[src/design/tmen_pkg.sv]
`timescale 1ns / 1ps
`default_nettype none
package tmen_pkg;

    localparam int MAX_NODES     = 1024;
    localparam int MAX_TRIANGLES = 2048;
    localparam int MAX_DEGREE    = 16;

    localparam int NODE_W = 10;
    localparam int TRI_W  = 11;
    localparam int CNT_W  = 12;
    localparam int DEG_W  = 4;
    localparam int LEN_W  = 5;
    localparam int NBR_W  = 12;
    localparam int ENT_AW = NODE_W + DEG_W;

    typedef enum logic [1:0] {
        MODE_LOAD  = 2'd0,
        MODE_QUERY = 2'd1,
        MODE_CLEAR = 2'd2,
        MODE_NONE  = 2'd3
    } t_mode;

    typedef enum logic [1:0] {
        STAT_OK         = 2'd0,
        STAT_NODE_FULL  = 2'd1,
        STAT_STORE_FULL = 2'd2,
        STAT_RANGE      = 2'd3
    } t_status;

    typedef enum logic [4:0] {
        ST_INIT,
        ST_IDLE,
        ST_DISP,
        ST_CLR,
        ST_LD_CHK,
        ST_LD_RD,
        ST_LD_WR,
        ST_Q_CHK,
        ST_Q_CS,
        ST_Q_L1,
        ST_Q_L0,
        ST_Q_L0W,
        ST_Q_FILL,
        ST_Q_WALK,
        ST_Q_EDGE,
        ST_DONE
    } t_state;

    localparam logic signed [NBR_W-1:0] NO_NBR = '1;

    typedef struct packed {
        logic in_ready;
        logic clr_step;
        logic ld_full;
        logic ld_store;
        logic ld_rd;
        logic ld_wr;
        logic q_range;
        logic q_rd_cs;
        logic q_cap_cs;
        logic q_rd_l1;
        logic q_cap_l1;
        logic q_cap_l0;
        logic q_fill;
        logic q_walk;
        logic q_edge_fin;
        logic out_load;
    } t_dp_cmd;

    typedef struct packed {
        t_mode mode;
        logic  in_valid;
        logic  sweep_last;
        logic  corner_last;
        logic  store_full;
        logic  q_oor;
        logic  fill_done;
        logic  walk_done;
        logic  edge_last;
        logic  out_free;
    } t_dp_stat;

endpackage
`default_nettype wire

[src/design/tmen_ctrl.sv]
`timescale 1ns / 1ps
`default_nettype none
module tmen_ctrl
    import tmen_pkg::*;
(
    input  wire      i_clk,
    input  wire      i_rst_n,
    input  t_dp_stat i_stat,
    output t_dp_cmd  o_cmd
);
    t_state r_state;
    t_state n_state;

    always_ff @(posedge i_clk) begin
        if (!i_rst_n) begin
            r_state <= ST_INIT;
        end else begin
            r_state <= n_state;
        end
    end

    always_comb begin
        n_state = r_state;
        unique case (r_state)
            ST_INIT:   if (i_stat.sweep_last) n_state = ST_IDLE;
            ST_IDLE:   if (i_stat.in_valid) n_state = ST_DISP;
            ST_DISP: begin
                unique case (i_stat.mode)
                    MODE_LOAD:  n_state = ST_LD_CHK;
                    MODE_QUERY: n_state = ST_Q_CHK;
                    MODE_CLEAR: n_state = ST_CLR;
                    MODE_NONE:  n_state = ST_DONE;
                    default:    n_state = ST_DONE;
                endcase
            end
            ST_CLR:    if (i_stat.sweep_last) n_state = ST_DONE;
            ST_LD_CHK: n_state = i_stat.store_full ? ST_DONE : ST_LD_RD;
            ST_LD_RD:  n_state = ST_LD_WR;
            ST_LD_WR:  n_state = i_stat.corner_last ? ST_DONE : ST_LD_RD;
            ST_Q_CHK:  n_state = i_stat.q_oor ? ST_DONE : ST_Q_CS;
            ST_Q_CS:   n_state = ST_Q_L1;
            ST_Q_L1:   n_state = ST_Q_L0;
            ST_Q_L0:   n_state = ST_Q_L0W;
            ST_Q_L0W:  n_state = ST_Q_FILL;
            ST_Q_FILL: if (i_stat.fill_done) n_state = ST_Q_WALK;
            ST_Q_WALK: if (i_stat.walk_done) n_state = ST_Q_EDGE;
            ST_Q_EDGE: n_state = i_stat.edge_last ? ST_DONE : ST_Q_L1;
            ST_DONE:   if (i_stat.out_free) n_state = ST_IDLE;
            default:   n_state = ST_INIT;
        endcase
    end

    always_comb begin
        o_cmd = '0;
        unique case (r_state)
            ST_INIT:   o_cmd.clr_step = 1'b1;
            ST_IDLE:   o_cmd.in_ready = 1'b1;
            ST_DISP:   ;
            ST_CLR:    o_cmd.clr_step = 1'b1;
            ST_LD_CHK: begin
                o_cmd.ld_full  = i_stat.store_full;
                o_cmd.ld_store = !i_stat.store_full;
            end
            ST_LD_RD:  o_cmd.ld_rd = 1'b1;
            ST_LD_WR:  o_cmd.ld_wr = 1'b1;
            ST_Q_CHK: begin
                o_cmd.q_range = i_stat.q_oor;
                o_cmd.q_rd_cs = !i_stat.q_oor;
            end
            ST_Q_CS:   o_cmd.q_cap_cs = 1'b1;
            ST_Q_L1:   o_cmd.q_rd_l1 = 1'b1;
            ST_Q_L0:   o_cmd.q_cap_l1 = 1'b1;
            ST_Q_L0W:  o_cmd.q_cap_l0 = 1'b1;
            ST_Q_FILL: o_cmd.q_fill = 1'b1;
            ST_Q_WALK: o_cmd.q_walk = 1'b1;
            ST_Q_EDGE: o_cmd.q_edge_fin = 1'b1;
            ST_DONE:   o_cmd.out_load = i_stat.out_free;
            default:   o_cmd = '0;
        endcase
    end

`ifndef SYNTH
    a_cmd_excl: assert property (@(posedge i_clk) disable iff (!i_rst_n)
        $onehot0({o_cmd.clr_step, o_cmd.ld_wr, o_cmd.q_fill, o_cmd.q_walk,
                  o_cmd.out_load, o_cmd.in_ready}))
        else $error("controller issued conflicting commands");
    a_accept_disp: assert property (@(posedge i_clk) disable iff (!i_rst_n)
        (o_cmd.in_ready && i_stat.in_valid) |=> (r_state == ST_DISP))
        else $error("transfer not followed by dispatch");
    a_out_idle: assert property (@(posedge i_clk) disable iff (!i_rst_n)
        o_cmd.out_load |=> (r_state == ST_IDLE))
        else $error("result load did not return to idle");
`endif
endmodule
`default_nettype wire

[config.mk]
export PLATFORM = sky130hd
export DESIGN_NAME = tmen_ctrl
export DESIGN_NICKNAME = d
export VERILOG_FILES = /design/src/design/tmen_pkg.sv /design/src/design/tmen_ctrl.sv
export SDC_FILE = /design/constraint.sdc
export NUM_CORES = 1
export LEC_CHECK = 0
export ABC_CLOCK_PERIOD_IN_PS = 3070
export BUFFER_PORTS_ARGS = -buffer_cell sky130_fd_sc_hd__buf_2
export CELL_PAD_IN_SITES_DETAIL_PLACEMENT = 0
export CELL_PAD_IN_SITES_GLOBAL_PLACEMENT = 1
export CORE_MARGIN = 2
export CORE_UTILIZATION = 31
export CTS_CLUSTER_SIZE = 28
export DETAILED_ROUTE_END_ITERATION = 8
export PLACE_DENSITY_LB_ADDON = 0.1
export SYNTH_ARGS = -nofsm -noshare
export SYNTH_HDL_FRONTEND = slang
export SYNTH_SLANG_ARGS = --single-unit
[constraint.sdc]
create_clock -name i_clk -period 3.07 [get_ports i_clk]
set_input_delay 0.307 -clock i_clk [delete_from_list [all_inputs] [get_ports i_clk]]
set_output_delay 0.307 -clock i_clk [all_outputs]
set_load 0.01 [all_outputs]
==> results.sh <==
export IMPL_clk_pin_slew_ps=50
export IMPL_max_slew_margin=0.5945
export IMPL_core_area_sq_mm=0.001727
export IMPL_io_pin_count=29
export IMPL_post_cts_resized=0
export IMPL_finalMaxSlewViolations=0
export IMPL_ys_seq_elements=4
export IMPL_avgRoutedWirePerCell_microns=12.08
export IMPL_grt_max_degree=20
export IMPL_min_path_type="input pin to flip-flop"
export IMPL_nNetsFinal=122
export IMPL_rsz0062_at_grt="false"
export IMPL_startpoint_type="flip-flop"
export IMPL_cts_sinks=4
export IMPL_cp_num_buf_inv=2
export IMPL_clk_latency_ps=250
export IMPL_max_stage_delay_ps=590
export IMPL_finalNonFillerCells=132
export IMPL_die_area_sq_mm=0.002182
export IMPL_gp_congestion=0.7282
export IMPL_cts_tree="done"
export IMPL_mostFrequentLayoutCells="28 x buf_2, 14 x nor2_1, 7 x nor3_1"
export IMPL_synthesis_nets=94
export IMPL_worst_pin_slew_ps=607.4
export IMPL_worst_setup_path_type="flip-flop to primary output"
export IMPL_post_cts_buffers=0
export IMPL_reg_largest_list="r_state: 4 flops"
export IMPL_crit_family="flip-flops"
export IMPL_finalPower_uw=604.1
export IMPL_hold_viol=0
export IMPL_grt_overflow=0
export IMPL_setup_viol=0
export IMPL_synth_area_leaders="dfxtp_1 14%, nor2_1 9.3%, nor3_1 6.2%"
export IMPL_final_common_cell="buf_2"
export IMPL_fill_cells=199
export IMPL_use_met3=0.01176
export IMPL_synth_area_sq_um=565.5
export IMPL_io_buffers=28
export IMPL_ys_seq_area_frac=0.1416
export IMPL_htree_levels=1
export IMPL_fmax_mhz=522.1
export IMPL_ys_warn_count=0
export IMPL_antenna_found_initial=0
export IMPL_grt_use_met1=0.2320
export IMPL_p_per_area_mw_per_mm2=832.5
export IMPL_die_y_microns=46.71
export IMPL_largest_register="r_state"
export IMPL_synth_top_area_cell="dfxtp_1"
export IMPL_ir_drop_mv=0.2947
export IMPL_crit_fanout=12
export IMPL_hpwl_microns=1226
export IMPL_ys_types=37
export IMPL_path_cells="inv_1, nor2_1, and3_1, buf_2"
export IMPL_largest_reg_flops=4
export IMPL_dpl_cell_count=129
export IMPL_syn_to_final_growth_pct=28.32
export IMPL_p_leak_nw=0.3169
export IMPL_drt_iter0_markers=14
export IMPL_grt_use_total=0.1572
export IMPL_fin_crit_sh=0.6239
export IMPL_run_status="completed"
export IMPL_timing_critical_path_arrival_ps=1610
export IMPL_num_vias=688
export IMPL_via_per_inst=5.212
export IMPL_fin_tns_setup_ps=0
export IMPL_period_minus_slack_ps=1915
export IMPL_die_w_microns=46.71
export IMPL_netlist_instances=81
export IMPL_layout_drive_gt1_share=0.3645
export IMPL_diodes=0
export IMPL_drc=0
export IMPL_drt_wl_total_microns=1594
export IMPL_use_met2=0.2333
export IMPL_start_util=0.3275
export IMPL_cts_hold_buf=0
export IMPL_slowest_stage="dfxtp_1"
export IMPL_cts_root_buf="clkbuf_4"
export IMPL_first_pass_iters=4
export IMPL_grt_pass1_wl_microns=2435
export IMPL_clock_skew_ps=15.25
export IMPL_cts_buffer_depth=2
export IMPL_synth_top_cell_area_share=0.1416
export IMPL_critPathCaptureType="primary output"
export IMPL_cts_inserted_buffers=3
export IMPL_grt_pass1_vias=538
export IMPL_cap_violations=0
export IMPL_final_antenna_net_count=0
export IMPL_top_usage_layer="met2"
export IMPL_avgSynthCellArea_sq_um=6.982
export IMPL_worst_ep_required_time_ps=2760
export IMPL_fp_row_count=15
[worst min-delay path: cells and delay by family]
kind,cells,cell delay [ps]
compound gates,2,110
buf+inv,1,110
[layer usage]
metal  vias to the layer above  routed length, microns
met5                         -                       0
met4                         0                      23
met3                         3                      81
met2                        24                     754
met1                       313                     734
li1                        348                       -
[cells by family after synthesis]
family	after synthesis	synth area share
AOI/OAI and AO/OA	24	0.3274
muxes	2	0.03761
DFF	4	0.1416
and+or+nand+nor	41	0.3938
buffers and inverters	10	0.09953
[per-stage QoR]
stage	setup slack (ps)	utilization	instance area, sq um	hold WS (ps)
5_1_grt	1049	0.4203	725.7	343.6
3_5_place_dp	1287	0.4072	703.2	588.7
2_1_floorplan	1625	-	565.5	445.4
4_1_cts	1142	0.4203	725.7	329.6
3_3_place_gp	1337	0.4072	703.2	596.0
6_report	1155	0.4203	725.7	324.6
[final timing paths]
kind / slack [ps] / depth (start not counted) / from / endpoint
worst min register to register: 700 / 2 / r_state[1] / r_state[1]
worst min-delay path: 320 / 3 / i_rst_n / r_state[1]
worst max register to register: 1280 / 5 / r_state[3] / r_state[2]
worst max-delay path: 1150 / 4 / r_state[2] / o_cmd[13]
[cell usage after synthesis (all sizes together)]
| cell | instances |
|---|---|
| a211oi | 1 |
| a21bo | 1 |
| a21boi | 3 |
| a21oi | 5 |
| a311oi | 1 |
| a31oi | 1 |
| and3 | 2 |
| and3b | 1 |
| buf | 5 |
| clkbuf | 1 |
| dfxtp | 4 |
| inv | 4 |
| mux2 | 1 |
| mux2i | 1 |
| nand2 | 4 |
| nand2b | 3 |
| nand3 | 2 |
| nand4 | 1 |
| nor2 | 14 |
| nor2b | 2 |
| nor3 | 8 |
| nor4 | 1 |
| nor4b | 1 |
| o2111ai | 1 |
| o211ai | 2 |
| o21a | 1 |
| o21ai | 3 |
| o21bai | 1 |
| o221ai | 1 |
| o22ai | 1 |
| o2bb2ai | 1 |
| o31ai | 1 |
| or2b | 1 |
| or3 | 1 |
[where the power goes]
group,internal [mW],switching (mW)
clock,0.0440,0.0262
combinational,0.174,0.198
sequential,0.0747,0.0866
[final cells by class]
cell class / instances / area [sq um] / share of cell area
Multi-Input combinational cell: 67 / 429.2 / 0.5914
Timing Repair Buffer: 29 / 147.6 / 0.2034
Sequential cell: 4 / 80.08 / 0.1103
Tap cell: 25 / 31.28 / 0.04310
Clock buffer: 3 / 22.52 / 0.03103
Inverter: 4 / 15.01 / 0.02069
Power figures use the tool's default switching activity.
